### src/rtl/msp_pkg.sv
// ============================================================================
// msp_pkg
// Shared types and constants for the multiplexed servo pulse generator.
// ============================================================================
`default_nettype none

package msp_pkg;

   // Channel and field geometry.
   localparam int NUM_CHANNELS = 8;
   localparam int CHAN_W       = 3;
   localparam int LINES_W      = 8;
   localparam int SLOT_W       = 24;
   localparam int POS_IN_W     = 17;
   localparam int POS_W        = 16;
   localparam int HALF_W       = 16;
   localparam int FRAC_W       = 33;
   localparam int PROD_W       = 57;
   localparam int FRAC_SHIFT   = 30;
   localparam int STEP_W       = 5;
   localparam int LIMITS_W     = 64;
   localparam int LIMIT_REGS   = 4;

   // Configuration port geometry.
   localparam int CSR_ADDR_W = 6;
   localparam int CSR_DATA_W = 64;
   localparam int CSR_IDX_W  = 3;

   // Reset values and fixed-point constants.
   localparam logic [SLOT_W-1:0]   SLOT_LENGTH_RESET = SLOT_W'(40000);
   localparam logic [LIMITS_W-1:0] LIMITS_RESET      = 64'h8000_0000_8000_0000;
   localparam logic [POS_W-1:0]    POS_NEUTRAL       = 16'h4000;
   localparam logic [POS_W-1:0]    POS_ONE           = 16'h8000;

   // Input item modes.
   localparam logic MODE_TICK = 1'b0;
   localparam logic MODE_SET  = 1'b1;

   // Register indexes on the configuration port.
   typedef enum logic [CSR_IDX_W-1:0] {
      REG_SLOT_LENGTH = 3'd0,
      REG_INVERT_MASK = 3'd1,
      REG_ATTACHED    = 3'd2,
      REG_LIMITS_01   = 3'd3,
      REG_LIMITS_23   = 3'd4,
      REG_LIMITS_45   = 3'd5,
      REG_LIMITS_67   = 3'd6
   } csr_index_type;

   // Operands handed to the width unit at the start of a slot.
   typedef struct packed {
      logic [HALF_W-1:0] offset;
      logic [HALF_W-1:0] range;
      logic [POS_W-1:0]  pos;
      logic              invert;
      logic [SLOT_W-1:0] top;
   } msp_width_req_type;

endpackage

`default_nettype wire

### src/rtl/msp_intf.sv
// ============================================================================
// msp_intf
// Valid/ready channels for command transactions and result transactions.
// ============================================================================
`default_nettype none

interface msp_req_if import msp_pkg::*; ();
   logic                       valid;
   logic                       ready;
   logic                       mode;
   logic [CHAN_W-1:0]          channel;
   logic signed [POS_IN_W-1:0] position;

   modport source (output valid, mode, channel, position, input ready);
   modport sink   (input valid, mode, channel, position, output ready);
endinterface

interface msp_rsp_if import msp_pkg::*; ();
   logic               valid;
   logic               ready;
   logic [LINES_W-1:0] pulse_lines;
   logic [CHAN_W-1:0]  current_channel;
   logic               slot_start;

   modport source (output valid, pulse_lines, current_channel, slot_start, input ready);
   modport sink   (input valid, pulse_lines, current_channel, slot_start, output ready);
endinterface

`default_nettype wire

### src/rtl/multiplexed_servo_pulse_generator.sv
// ============================================================================
// multiplexed_servo_pulse_generator
// Results: a set-position command or an in-slot tick gives its result in the
// cycle after acceptance; a slot-opening tick waits for the width unit and the
// CALC and EMIT states. Throughput: one transaction a cycle between slot
// boundaries while results are taken; the width unit's 24-step shift-and-add
// multiply stalls the input after a slot-start tick until its result issues.
// Synchronous reset: control registers take their defaults, no result is valid.
// ============================================================================
`default_nettype none

module multiplexed_servo_pulse_generator import msp_pkg::*; (
   input  wire logic                  clock,
   input  wire logic                  reset,
   msp_req_if.sink                    req_chan,
   msp_rsp_if.source                  rsp_chan,
   input  wire logic                  psel,
   input  wire logic                  penable,
   input  wire logic                  pwrite,
   input  wire logic [CSR_ADDR_W-1:0] paddr,
   input  wire logic [CSR_DATA_W-1:0] pwdata,
   output logic [CSR_DATA_W-1:0]      prdata,
   output logic                       pready
);

   typedef enum logic [1:0] {ST_IDLE, ST_CALC, ST_EMIT} state_type;

   state_type             state_ff, state_in;
   logic [SLOT_W-1:0]     slot_length_ff, slot_length_in;
   logic [LINES_W-1:0]    invert_ff, invert_in;
   logic [3:0]            attached_ff, attached_in;
   logic [LIMITS_W-1:0]   limits_ff [LIMIT_REGS];
   logic [LIMITS_W-1:0]   limits_in [LIMIT_REGS];
   logic [POS_W-1:0]      pos_ff [NUM_CHANNELS];
   logic [POS_W-1:0]      pos_in [NUM_CHANNELS];
   logic [SLOT_W-1:0]     slot_counter_ff, slot_counter_in;
   logic [CHAN_W-1:0]     active_index_ff, active_index_in;
   logic [SLOT_W-1:0]     pulse_remaining_ff, pulse_remaining_in;
   logic                  line_high_ff, line_high_in;
   logic                  rsp_valid_ff, rsp_valid_in;
   logic [LINES_W-1:0]    rsp_lines_ff, rsp_lines_in;
   logic [CHAN_W-1:0]     rsp_chan_ff, rsp_chan_in;
   logic                  rsp_start_ff, rsp_start_in;

   logic                  cfg_wr;
   logic [CSR_IDX_W-1:0]  cfg_idx;
   logic [1:0]            lim_sel;
   logic                  req_accept;
   logic                  out_free;
   logic [SLOT_W-1:0]     eff_slot;
   logic [SLOT_W:0]       next_count;
   logic                  slot_begin;
   logic [CHAN_W-1:0]     next_index;
   logic [POS_W-1:0]      pos_clamped;
   logic [2*HALF_W-1:0]   limit_half;
   logic [LINES_W-1:0]    changed;
   msp_width_req_type     wreq;
   logic                  wstart;
   logic                  wdone;
   logic [SLOT_W-1:0]     wwidth;

   // Configuration port decode.
   assign pready  = 1'b1;
   assign cfg_wr  = psel & penable & pwrite & pready;
   assign cfg_idx = paddr[CSR_ADDR_W-1:3];
   assign lim_sel = 2'(cfg_idx - REG_LIMITS_01);
   assign changed = pwdata[LINES_W-1:0] ^ invert_ff;

   // Register readback.
   always_comb begin
      case (cfg_idx)
         REG_SLOT_LENGTH: prdata = CSR_DATA_W'(slot_length_ff);
         REG_INVERT_MASK: prdata = CSR_DATA_W'(invert_ff);
         REG_ATTACHED:    prdata = CSR_DATA_W'(attached_ff);
         REG_LIMITS_01, REG_LIMITS_23, REG_LIMITS_45, REG_LIMITS_67:
            prdata = limits_ff[lim_sel];
         default:         prdata = '0;
      endcase
   end

   // Slot timing: a zero slot length behaves as one tick.
   assign req_accept = req_chan.valid & req_chan.ready;
   assign out_free   = ~rsp_valid_ff | rsp_chan.ready;
   assign eff_slot   = (slot_length_ff == '0) ? SLOT_W'(1) : slot_length_ff;
   assign next_count = {1'b0, slot_counter_ff} + (SLOT_W+1)'(1);
   assign slot_begin = next_count >= {1'b0, eff_slot};
   assign next_index = (active_index_ff == CHAN_W'(NUM_CHANNELS - 1)) ?
                       '0 : active_index_ff + CHAN_W'(1);

   // Clamp the requested position to 0.0 .. 1.0.
   always_comb begin
      if (req_chan.position[POS_IN_W-1]) begin
         pos_clamped = '0;
      end else if (req_chan.position[POS_W-1:0] > POS_ONE) begin
         pos_clamped = POS_ONE;
      end else begin
         pos_clamped = req_chan.position[POS_W-1:0];
      end
   end

   // Operands for the channel that owns the upcoming slot.
   assign limit_half  = next_index[0] ? limits_ff[next_index[2:1]][LIMITS_W-1:2*HALF_W]
                                      : limits_ff[next_index[2:1]][2*HALF_W-1:0];
   assign wreq.offset = limit_half[HALF_W-1:0];
   assign wreq.range  = limit_half[2*HALF_W-1:HALF_W];
   assign wreq.pos    = pos_ff[next_index];
   assign wreq.invert = invert_ff[next_index];
   assign wreq.top    = eff_slot - SLOT_W'(1);
   assign wstart      = (state_ff == ST_IDLE) & req_accept & (req_chan.mode == MODE_TICK) &
                        slot_begin;

   msp_width_unit u_width (
      .clock (clock),
      .reset (reset),
      .start (wstart),
      .req   (wreq),
      .done  (wdone),
      .width (wwidth)
   );

   // Next-state logic for the sequencer, channel state and result register.
   always_comb begin
      state_in           = state_ff;
      slot_length_in     = slot_length_ff;
      invert_in          = invert_ff;
      attached_in        = attached_ff;
      limits_in          = limits_ff;
      pos_in             = pos_ff;
      slot_counter_in    = slot_counter_ff;
      active_index_in    = active_index_ff;
      pulse_remaining_in = pulse_remaining_ff;
      line_high_in       = line_high_ff;
      rsp_valid_in       = rsp_valid_ff & ~rsp_chan.ready;
      rsp_lines_in       = rsp_lines_ff;
      rsp_chan_in        = rsp_chan_ff;
      rsp_start_in       = rsp_start_ff;

      case (state_ff)
         ST_IDLE: begin
            if (req_accept) begin
               if (req_chan.mode == MODE_SET) begin
                  if ({1'b0, req_chan.channel} < 4'(NUM_CHANNELS)) begin
                     pos_in[req_chan.channel] = pos_clamped;
                  end
                  rsp_start_in = 1'b0;
                  rsp_valid_in = 1'b1;
               end else if (slot_begin) begin
                  // New slot: width and attached count decide if the line rises.
                  slot_counter_in = '0;
                  active_index_in = next_index;
                  state_in        = ST_CALC;
               end else begin
                  slot_counter_in = next_count[SLOT_W-1:0];
                  if (line_high_ff) begin
                     if (pulse_remaining_ff != '0) begin
                        pulse_remaining_in = pulse_remaining_ff - SLOT_W'(1);
                     end
                     if (pulse_remaining_in == '0) begin
                        line_high_in = 1'b0;
                     end
                  end
                  rsp_start_in = 1'b0;
                  rsp_valid_in = 1'b1;
               end
               rsp_lines_in = line_high_in ? (LINES_W'(1) << active_index_in) : '0;
               rsp_chan_in  = active_index_in;
            end
         end
         ST_CALC: begin
            if (wdone) begin
               if (({1'b0, active_index_ff} < attached_ff) && (wwidth != '0)) begin
                  line_high_in       = 1'b1;
                  pulse_remaining_in = wwidth;
               end else begin
                  line_high_in       = 1'b0;
                  pulse_remaining_in = '0;
               end
               state_in = ST_EMIT;
            end
         end
         ST_EMIT: begin
            if (out_free) begin
               rsp_lines_in = line_high_ff ? (LINES_W'(1) << active_index_ff) : '0;
               rsp_chan_in  = active_index_ff;
               rsp_start_in = 1'b1;
               rsp_valid_in = 1'b1;
               state_in     = ST_IDLE;
            end
         end
         default: begin
            state_in = ST_IDLE;
         end
      endcase

      // Register writes; limits writes and invert changes recenter their channels.
      if (cfg_wr) begin
         case (cfg_idx)
            REG_SLOT_LENGTH: slot_length_in = pwdata[SLOT_W-1:0];
            REG_INVERT_MASK: begin
               for (int c = 0; c < NUM_CHANNELS; c++) begin
                  if (changed[c]) begin
                     pos_in[c] = POS_NEUTRAL;
                  end
               end
               invert_in = pwdata[LINES_W-1:0];
            end
            REG_ATTACHED:    attached_in = pwdata[3:0];
            REG_LIMITS_01, REG_LIMITS_23, REG_LIMITS_45, REG_LIMITS_67: begin
               limits_in[lim_sel]        = pwdata;
               pos_in[{lim_sel, 1'b0}]   = POS_NEUTRAL;
               pos_in[{lim_sel, 1'b1}]   = POS_NEUTRAL;
            end
            default: begin
            end
         endcase
      end
   end

   // State, configuration and result registers.
   always_ff @(posedge clock) begin
      if (reset) begin
         state_ff           <= ST_IDLE;
         slot_length_ff     <= SLOT_LENGTH_RESET;
         invert_ff          <= '0;
         attached_ff        <= '0;
         for (int r = 0; r < LIMIT_REGS; r++) begin
            limits_ff[r] <= LIMITS_RESET;
         end
         for (int c = 0; c < NUM_CHANNELS; c++) begin
            pos_ff[c] <= POS_NEUTRAL;
         end
         slot_counter_ff    <= '0;
         active_index_ff    <= '0;
         pulse_remaining_ff <= '0;
         line_high_ff       <= 1'b0;
         rsp_valid_ff       <= 1'b0;
      end else begin
         state_ff           <= state_in;
         slot_length_ff     <= slot_length_in;
         invert_ff          <= invert_in;
         attached_ff        <= attached_in;
         limits_ff          <= limits_in;
         pos_ff             <= pos_in;
         slot_counter_ff    <= slot_counter_in;
         active_index_ff    <= active_index_in;
         pulse_remaining_ff <= pulse_remaining_in;
         line_high_ff       <= line_high_in;
         rsp_valid_ff       <= rsp_valid_in;
      end
      rsp_lines_ff <= rsp_lines_in;
      rsp_chan_ff  <= rsp_chan_in;
      rsp_start_ff <= rsp_start_in;
   end

   // Channel handshake outputs.
   assign req_chan.ready           = (state_ff == ST_IDLE) & out_free;
   assign rsp_chan.valid           = rsp_valid_ff;
   assign rsp_chan.pulse_lines     = rsp_lines_ff;
   assign rsp_chan.current_channel = rsp_chan_ff;
   assign rsp_chan.slot_start      = rsp_start_ff;

   // At most the owning channel's line is high in any result.
   a_one_line: assert property (@(posedge clock) disable iff (reset)
      rsp_chan.valid |-> $onehot0(rsp_chan.pulse_lines))
      else $error("more than one pulse line high");

   // A high line always has ticks left to run.
   a_line_has_width: assert property (@(posedge clock) disable iff (reset)
      line_high_ff |-> (pulse_remaining_ff != '0))
      else $error("line high with no remaining width");

   // The width unit only finishes while the sequencer waits for it.
   a_done_in_calc: assert property (@(posedge clock) disable iff (reset)
      wdone |-> (state_ff == ST_CALC))
      else $error("width result arrived outside the calculation state");

   // A slot-start tick restarts the counter and hands off to the width unit.
   a_slot_start: assert property (@(posedge clock) disable iff (reset)
      wstart |=> ((state_ff == ST_CALC) && (slot_counter_ff == '0)))
      else $error("slot start did not enter the calculation state");

endmodule

`default_nettype wire

### src/rtl/msp_width_unit.sv
// ============================================================================
// msp_width_unit
// Computes one channel's pulse width with a shared shift-and-add multiplier:
// the FRAC state forms the Q.30 fraction, the MUL state multiplies it by the
// slot top one bit at a time, and the SAT state scales and saturates it.
// ============================================================================
`default_nettype none

module msp_width_unit import msp_pkg::*; (
   input  wire logic              clock,
   input  wire logic              reset,
   input  wire logic              start,
   input  wire msp_width_req_type req,
   output logic                   done,
   output logic [SLOT_W-1:0]      width
);

   typedef enum logic [1:0] {W_IDLE, W_FRAC, W_MUL, W_SAT} wstate_type;

   wstate_type              state_ff, state_in;
   msp_width_req_type       req_ff, req_in;
   logic [PROD_W-1:0]       mcand_ff, mcand_in;
   logic [SLOT_W-1:0]       mplier_ff, mplier_in;
   logic [PROD_W-1:0]       acc_ff, acc_in;
   logic [STEP_W-1:0]       step_ff, step_in;
   logic                    done_ff, done_in;
   logic [SLOT_W-1:0]       width_ff, width_in;

   logic [POS_W-1:0]               p_eff;
   logic [2*HALF_W-1:0]            p_times_range;
   logic [FRAC_W-1:0]              frac;
   logic [PROD_W-FRAC_SHIFT-1:0]   scaled;

   // Next-state logic for the sequencer and the datapath registers.
   always_comb begin
      state_in  = state_ff;
      req_in    = req_ff;
      mcand_in  = mcand_ff;
      mplier_in = mplier_ff;
      acc_in    = acc_ff;
      step_in   = step_ff;
      done_in   = 1'b0;
      width_in  = width_ff;

      p_eff         = req_ff.invert ? (POS_ONE - req_ff.pos) : req_ff.pos;
      p_times_range = p_eff * req_ff.range;
      frac          = FRAC_W'({req_ff.offset, 15'b0}) + FRAC_W'(p_times_range);
      scaled        = acc_ff[PROD_W-1:FRAC_SHIFT];

      case (state_ff)
         W_IDLE: begin
            if (start) begin
               req_in   = req;
               state_in = W_FRAC;
            end
         end
         W_FRAC: begin
            mcand_in  = PROD_W'(frac);
            mplier_in = req_ff.top;
            acc_in    = '0;
            step_in   = '0;
            state_in  = W_MUL;
         end
         W_MUL: begin
            if (mplier_ff[0]) begin
               acc_in = acc_ff + mcand_ff;
            end
            mcand_in  = mcand_ff << 1;
            mplier_in = mplier_ff >> 1;
            step_in   = step_ff + STEP_W'(1);
            if (step_ff == STEP_W'(SLOT_W - 1)) begin
               state_in = W_SAT;
            end
         end
         W_SAT: begin
            // Drop the Q.30 fraction and saturate to the slot top.
            if (scaled > (PROD_W-FRAC_SHIFT)'(req_ff.top)) begin
               width_in = req_ff.top;
            end else begin
               width_in = scaled[SLOT_W-1:0];
            end
            done_in  = 1'b1;
            state_in = W_IDLE;
         end
         default: begin
            state_in = W_IDLE;
         end
      endcase
   end

   // Sequencer state and datapath registers.
   always_ff @(posedge clock) begin
      if (reset) begin
         state_ff <= W_IDLE;
         done_ff  <= 1'b0;
      end else begin
         state_ff <= state_in;
         done_ff  <= done_in;
      end
      req_ff    <= req_in;
      mcand_ff  <= mcand_in;
      mplier_ff <= mplier_in;
      acc_ff    <= acc_in;
      step_ff   <= step_in;
      width_ff  <= width_in;
   end

   assign done  = done_ff;
   assign width = width_ff;

endmodule

`default_nettype wire
### src/flat_wrapper.sv
// flat-port wrapper written by rule: the top's interface ports become plain ports
module multiplexed_servo_pulse_generator_flat import msp_pkg::*;
  (clock, reset, psel, penable, pwrite, paddr, pwdata, prdata, pready, req_chan_valid, req_chan_mode, req_chan_channel, req_chan_position, req_chan_ready, rsp_chan_valid, rsp_chan_pulse_lines, rsp_chan_current_channel, rsp_chan_slot_start, rsp_chan_ready);
  msp_req_if req_chan_i ();
  msp_rsp_if rsp_chan_i ();
  input  wire logic clock;
  input  wire logic reset;
  input  wire logic psel;
  input  wire logic penable;
  input  wire logic pwrite;
  input  wire logic [CSR_ADDR_W-1:0] paddr;
  input  wire logic [CSR_DATA_W-1:0] pwdata;
  output logic [CSR_DATA_W-1:0] prdata;
  output logic pready;
  input wire logic [$bits(req_chan_i.valid)-1:0] req_chan_valid;
  input wire logic [$bits(req_chan_i.mode)-1:0] req_chan_mode;
  input wire logic [$bits(req_chan_i.channel)-1:0] req_chan_channel;
  input wire logic [$bits(req_chan_i.position)-1:0] req_chan_position;
  output wire logic [$bits(req_chan_i.ready)-1:0] req_chan_ready;
  output wire logic [$bits(rsp_chan_i.valid)-1:0] rsp_chan_valid;
  output wire logic [$bits(rsp_chan_i.pulse_lines)-1:0] rsp_chan_pulse_lines;
  output wire logic [$bits(rsp_chan_i.current_channel)-1:0] rsp_chan_current_channel;
  output wire logic [$bits(rsp_chan_i.slot_start)-1:0] rsp_chan_slot_start;
  input wire logic [$bits(rsp_chan_i.ready)-1:0] rsp_chan_ready;
  assign req_chan_i.valid = req_chan_valid;
  assign req_chan_i.mode = req_chan_mode;
  assign req_chan_i.channel = req_chan_channel;
  assign req_chan_i.position = req_chan_position;
  assign req_chan_ready = req_chan_i.ready;
  assign rsp_chan_valid = rsp_chan_i.valid;
  assign rsp_chan_pulse_lines = rsp_chan_i.pulse_lines;
  assign rsp_chan_current_channel = rsp_chan_i.current_channel;
  assign rsp_chan_slot_start = rsp_chan_i.slot_start;
  assign rsp_chan_i.ready = rsp_chan_ready;
  multiplexed_servo_pulse_generator u_core (.clock(clock), .reset(reset), .req_chan(req_chan_i), .rsp_chan(rsp_chan_i), .psel(psel), .penable(penable), .pwrite(pwrite), .paddr(paddr), .pwdata(pwdata), .prdata(prdata), .pready(pready));
endmodule
### config.mk
export PLATFORM = sky130hd
export DESIGN_NAME = multiplexed_servo_pulse_generator_flat
export DESIGN_NICKNAME = d
export VERILOG_FILES = /design/src/rtl/msp_pkg.sv /design/src/rtl/msp_intf.sv /design/src/rtl/multiplexed_servo_pulse_generator.sv /design/src/rtl/msp_width_unit.sv /design/src/flat_wrapper.sv
export SDC_FILE = /design/constraint.sdc
export NUM_CORES = 2
export LEC_CHECK = 0
export BUFFER_PORTS_ARGS = -buffer_cell sky130_fd_sc_hd__buf_2
export CORE_ASPECT_RATIO = 0.9
export CORE_MARGIN = 4
export CORE_UTILIZATION = 45
export CTS_CLUSTER_SIZE = 30
export DETAILED_ROUTE_END_ITERATION = 16
export PLACE_DENSITY_LB_ADDON = 0.2
export SLEW_MARGIN = 20
export SYNTH_ARGS = -nofsm -noshare
export SYNTH_HDL_FRONTEND = slang
export SYNTH_SLANG_ARGS = --single-unit
### constraint.sdc
create_clock -name clock -period 7.8 [get_ports clock]
set_clock_uncertainty 0.05 [all_clocks]
set_input_delay 0 -clock clock [delete_from_list [all_inputs] [get_ports clock]]
set_output_delay 0 -clock clock [all_outputs]
set_load 0.02 [all_outputs]
# Word-level counts from Yosys, hierarchy flattened
# Index checks and enable logic that the tools add are counted.
[word_totals]
in_bits = 98
regBits = 730
[classes]
bitwise_logic = 25
shifts = 2
n_mux = 103
add_sub_neg = 9
mul = 1
magnitude_cmp = 15
reduce_logical = 30
n_eq_ne = 24
[ops]
columns = ["op", "count"]
rows = [
  ["two-way mux 128 bit", 4],
  ["two-way mux 24 bit", 15],
  ["two-way mux 64 bit", 5],
  ["binary-select mux 64 bit (select 2 bit)", 2],
  ["bitwise mux 256 bit", 1],
  ["two-way mux 16 bit", 16],
  ["case mux 128 bit (2 select lines)", 1],
  ["case mux 64 bit (4 select lines)", 1],
  ["bitwise AND 120 bit", 2],
  ["NOT 120 bit", 2],
  ["case mux 57 bit (2 select lines)", 2],
  ["demux 16 bit (select 3 bit)", 3],
  ["bitwise mux 128 bit", 1],
  ["demux 64 bit (select 2 bit)", 1],
  ["case mux 24 bit (2 select lines)", 2],
  ["adder 57 bit", 1],
  ["two-way mux 57 bit", 1],
  ["binary-select mux 16 bit (select 3 bit)", 1],
  ["zero test 24 bit", 2],
  ["nonzero test 24 bit", 2],
  ["subtractor 24 x 1 -> 24 bit (second input constant)", 2],
  ["adder 31 x 32 -> 33 bit", 1],
  ["multiplier 16 x 16 -> 32 bit", 1],
  ["two-way mux 32 bit", 1],
  ["52 further kinds", 139],
]

# Depth between registers and ports, before layout
[depth]
ltp_word = 17
depth_mapped = 33
ltp_nobuf = 32

# Hierarchy
# A second synthesis with hierarchy kept.
[hier_totals]
cells_unflattened = 5208
hier_area_um2 = 47503.1
[by_module_without_submodules]
columns = ["module", "cells_each", "seq_area_each_um2", "area_per_inst_um2", "n_inst"]
rows = [
  ["multiplexed_servo_pulse_generator", 3002, 9869.5, 25522.0, 1],
  ["msp_width_unit", 2206, 7267.0, 21981.1, 1],
]

# Least setup slack after synthesis
# OpenSTA, ideal clock, no wires.
[synth_path]
path_kind = "register to register"
startpoint = "reg u_core.slot_length_ff[9]"
endpoint = "reg u_core.u_width.req_ff[0] (netlist name) (enable)"
n_path_buf = 1
path_slack_ns = -0.798
arrival_ns = 7.955
stages_incl_launch_ff = 19
path_cell_list = "dfxtp_1 > buf_6 > clkinv_2 > nand4_4 > or3_4 > or4_4 > nor4_2 > nand2_1 > nor4_1 > a21oi_1 > inv_1 > ha_1 > nand3_1 > nor2_1 > or3_1 > o221ai_1 > a21oi_2 > nand2b_1 > nor3_1"
[synth_via]
elab_chain_len = 5
[synth_rtl]
columns = ["element", "line", "rtl"]
rows = [
  ["start: declaration", "multiplexed_servo_pulse_generator.sv:29", "logic [SLOT_W-1:0] slot_length_ff, slot_length_in;"],
  ["start signal: assignment", "multiplexed_servo_pulse_generator.sv:239", "slot_length_ff <= slot_length_in;"],
  ["zero test 24 bit", "multiplexed_servo_pulse_generator.sv:84", "assign eff_slot = (slot_length_ff == '0) ? SLOT_W'(1) : slot_length_ff;"],
  ["two-way mux 24 bit *", "multiplexed_servo_pulse_generator.sv:84", ""],
  [">= comparator 25 x 24 -> 1 bit *", "multiplexed_servo_pulse_generator.sv:86", "assign slot_begin = next_count >= {1'b0, eff_slot};"],
  ["bitwise AND 1 bit *", "multiplexed_servo_pulse_generator.sv:109", "assign wstart = (state_ff == ST_IDLE) & req_accept & (req_chan.mode == MODE_TICK) &"],
  ["AND reduction 2 bit (no source line) *", "n/a", ""],
  ["end signal: assignment", "msp_width_unit.sv:100", "req_ff <= req_in;"],
  ["end: declaration", "msp_width_unit.sv:21", "msp_width_req_type req_ff, req_in;"],
]
# Every way passes the cells marked *; elsewhere a longest branch is shown, timed or not.
# A chain may end at the register's enable or synchronous reset.

# Final worst setup path
[layout_path]
startpoint = "reg u_core.u_width.req_ff[25] (netlist name)"
endpoint = "reg u_core.u_width.mcand_ff[32] (data pin)"
[layout_via]
elab_chain_len = 5
[layout_rtl]
columns = ["element", "line", "rtl"]
rows = [
  ["subtractor 16 bit", "msp_width_unit.sv:45", "p_eff = req_ff.invert ? (POS_ONE - req_ff.pos) : req_ff.pos;"],
  ["two-way mux 16 bit *", "msp_width_unit.sv:45", ""],
  ["multiplier 16 x 16 -> 32 bit *", "msp_width_unit.sv:46", "p_times_range = p_eff * req_ff.range;"],
  ["adder 31 x 32 -> 33 bit *", "msp_width_unit.sv:47", "frac = FRAC_W'({req_ff.offset, 15'b0}) + FRAC_W'(p_times_range);"],
  ["case mux 57 bit (2 select lines) *", "msp_width_unit.sv:50", "case (state_ff)"],
  ["named net u_core.u_width.mcand_in[32]", "msp_width_unit.sv:22", "logic [PROD_W-1:0] mcand_ff, mcand_in;"],
  ["end signal: assignment", "msp_width_unit.sv:101", "mcand_ff <= mcand_in;"],
  ["end: declaration", "msp_width_unit.sv:22", ""],
]
# Mark *: on every way through the listed nets, which the timed path passes. The rest lies on a longest branch.

==> flow_summary.ini <==
[clock_network]
tritoncts = done
path_clk_slew_ns = 0.06
root_buffer = clkbuf_16
clock-sinks = 730
clockBufferDepth = 3
clk_latency_ns = 0.67
cts_made_buffers = 81
cts-htree-levels = 3

[logic_synthesis]
synth_cell_types = 91
synth_top_family_by_area = simple AND/OR/NAND/NOR gates
netlist.area_leader.share_pct = 20.38
postSynthAreaPerCell_sq_um = 9.070
netlist_area_sq_mm = 0.04695
synth_area_leader_cell = dfxtp_1
synth_most_common_cell = nand2_1
yosys.area_share.simple_pct = 18.37
syn_inst = 5176
yosys-top-cells-area = dfxtp_1 20%, edfxtp_1 16%, fa_1 9.0%, nand2_1 7.2%, mux4_2 7.0%
synth_seq_area_share_pct = 36.50
ys.flop_type = dfxtp_1
yosysWarnings = 0
synthMuxAreaShare_pct = 8.659
synth_edf_count = 252
synthAdderAreaFrac_pct = 15.52
syn-num-nets = 5729
synth-xor-area-share_pct = 2.929
yosys-top-cells-count = 901 x nand2_1, 529 x a21oi_1, 507 x nor2_1
synth_compound_gate_area_share_pct = 12.45
synth_seq_cells = 730
ys_async_sr_fraction_pct = 0

[power_and_ir_drop]
p_leak_nw = 21.04
power_mw = 9.354
pwr_density_cell_mw_per_mm2 = 174.6
pwr-share-clk_pct = 42.4
power.internal_mw = 6.838
p_sw_mw = 2.516
sequentialPowerShare_pct = 44.6
power_frac_comb_pct = 13.0
swShare_pct = 26.90
ir_drop_mv = 0.1634

[min_path]
min_to = u_core.limits_ff[225]
hold_path.class = primary input to flop
holdPathStages = 4
hp-start = pwdata[33]

[timing]
max-slew-margin-rel_pct = 21.12
final.setup.worst_slack_ns = 0.1779
drv_slew = 0
setup_viol = 0
rsz0062_at_grt = yes
worst_pin_slew_ns = 1.178
fmax_mhz = 131.2
post-route-period-util_pct = 97.72
fin_crit_ns = 7.622
tns_ns = 0
hold_violations = 0

[final_layout]
area.sequential_sq_mm = 0.01714
fin_cells = 6757
multi_input_area_sq_mm = 0.02788
n_fill_cell = 9446
fin_nets = 5872
drive_gt1_share_pct = 14.21
area_delta_synth_final_pct = 14.15
stdcell_area_sq_mm = 0.05359

[die]
coreArea_sq_mm = 0.1036
num_rows = 112
top_level_ports = 177
dieArea_sq_mm = 0.1096
dieHeight_um = 314.4
initial_core_util_pct = 45.33
die_w_um = 348.5

[worst_setup_path]
cp-end-kind = flop
arrival_ns = 7.99
crit_type = flop to flop
r2r_start = u_core.u_width.req_ff[25]
cp_max_fo = 7
worst_r2r_path_depth = 29
cp_slowest_cell = fa_2
cp-start-kind = flop
cp_slowest_stage_delay_ns = 0.57
path_common_cell = fa_1
reg2reg_slack_ns = 0.18
reg2reg_to = u_core.u_width.mcand_ff[32]
critical_path_required_ns = 8.17

[routing]
num_vias = 38050
avgRoutedWirePerCell_um = 20.10
drtAntennaViolNets = 0
via_per_inst = 5.631
drc_errors = 0
wl_um = 135800
dr.pass1.iters = 6
drt_iter0_drc = 3333

[place]
gp_congestion = 0.8663
placedCellCount = 6495
place_ws_ns = -0.1815
place_area_sq_mm = 0.04918
dp_hpwl_um = 92090
port-buffer-count = 172

[global_routing]
grt_max_degree = 123
grt_overflow_total = 0
grt_pass1_vias = 36670
grt_pass1_wl_um = 213000
grt_antenna_before_repair = 7
grt_usage_pct = 24.42

[run_status]
outcome = completed

[job]
drv_cap = 0
==> worst max-delay path: cells and delay by family (launching register included) <==
kind	cells	cell delay (ns)
DFF	1	0.43
buffers and inverters	5	0.43
xor gates and xnor gates	1	0.26
AOI/OAI and AO/OA	8	1.59
adders and majority gates	8	3.41
and+or+nand+nor	7	1.22
==> layout make-up <==
type                    instances  area share [%]
flip-flops and latches        730           31.98
well taps                    1368           3.194
multi-input cells            3757           52.03
repair buffers                371           4.976
clock inverters                38          0.8499
clock buffers                 111           4.296
inverters                     378           2.650
diodes                          4         0.01868
==> per-stage QoR <==
step	hold WS, ns	utilization, %
6_report	0.08438	51.74
5_1_grt	0.07062	51.74
4_1_cts	0.01766	51.13
3_5_place_dp	0.2180	47.49
3_3_place_gp	0.2106	47.49
2_1_floorplan	0.06784	-
==> per-layer routing <==
metal	share of wire (%)	GRT usage, %	up-vias
met3	7.3	3.791	177
li1	-	-	17940
met2	45	38.40	1319
met4	2.1	5.757	4
met5	0.016	0	-
met1	45	35.57	18610
==> kinds of logic after synthesis <==
kind of cell,after synthesis
adders and majority gates,455
and+or+nand+nor,1937
buffers and inverters,689
xor gates and xnor gates,157
AOI/OAI and AO/OA,990
muxes,217
DFF,730
other,1
==> repair_timing <==
item | 4_1_cts | 5_1_grt
pin swaps | 1 | 87
gates cloned | 0 | 1
hold buffers | 94 | 0
setup endpoints to repair | 5 | 11
hold endpoints to repair | 429 | 0
resized for setup | 11 | 113
buffers inserted | 1 | 13
==> worst max path at each step <==
stage	start	depth (start not counted)	slack [ns]	endpoint
after floorplan	u_core.u_width.req_ff[25]	30	0.05	u_core.u_width.mcand_ff[32]
after global placement	u_core.u_width.req_ff[26]	30	-0.07	u_core.u_width.mcand_ff[32]
after detailed placement	u_core.u_width.req_ff[26]	29	-0.18	u_core.u_width.mcand_ff[32]
after CTS	u_core.u_width.req_ff[26]	29	-0.02	u_core.u_width.mcand_ff[32]
after global routing	u_core.u_width.req_ff[25]	31	-0.15	u_core.u_width.mcand_ff[31]
final	u_core.u_width.req_ff[25]	29	0.18	u_core.u_width.mcand_ff[32]
==> power groups by stage <==
stage          clock network (mW)  registers [mW]  logic, mW
6_report                     3.97            4.17       1.22
3_5_place_dp                    0            4.25       1.15
4_1_cts                      4.04            4.17       1.20
5_1_grt                      4.21            4.18       1.33
2_1_floorplan                   0            4.23      0.834
3_3_place_gp                    0            4.25       1.15
==> cell usage in the layout, fill, tap and decap left out, types with 15 or more instances in the layout <==
cell type      Yosys  final
a211oi_1          26     26
a21o_1            58     58
a21oi_1          529    517
a22o_1            16     16
a31oi_1           40     39
and2_1           207    204
and3_1            26     21
buf_2              8    170
buf_4              1     97
clkbuf_1         272     16
clkbuf_16          0     83
dfxtp_1          478    477
dlygate4sd3_1      0     94
edfxtp_1         252    252
fa_1             212    201
ha_1             243    225
ha_4               0     17
inv_1            373    362
inv_2              4     15
mux2_2            63     63
mux4_2           145    145
nand2_1          901    887
nand2b_1          28     26
nand3_1           51     48
nand3b_1          17     17
nand4_1           33     33
nor2_1           507    503
nor2b_1           26     24
nor3_1            52     46
nor4_1            29     28
o211ai_1          21     21
o21a_1            22     22
o21ai_0          138    130
o221ai_1          18     18
xnor2_1           95     88
xor2_1            62     62
==> sequential cells by signal, indices dropped and copies added, names as in the netlist <==
register / cells
u_core.line_high_ff: 1
u_core.rsp_chan.pulse_lines: 8
u_core.rsp_chan.current_channel: 3
u_core.limits_ff: 256
u_core.u_width.step_ff: 5
u_core.active_index_ff: 3
u_core.state_ff: 2
u_core.u_width.acc_ff: 57
u_core.pos_ff: 128
u_core.u_width.mplier_ff: 24
u_core.u_width.req_ff: 73
u_core.rsp_chan.slot_start: 1
u_core.invert_ff: 8
u_core.pulse_remaining_ff: 24
u_core.u_width.done: 1
u_core.rsp_chan.valid: 1
u_core.attached_ff: 4
u_core.u_width.mcand_ff: 57
u_core.slot_length_ff: 24
u_core.u_width.state_ff: 2
u_core.slot_counter_ff: 24
u_core.u_width.width: 24
Note: power is estimated with default switching activity, not from simulation.
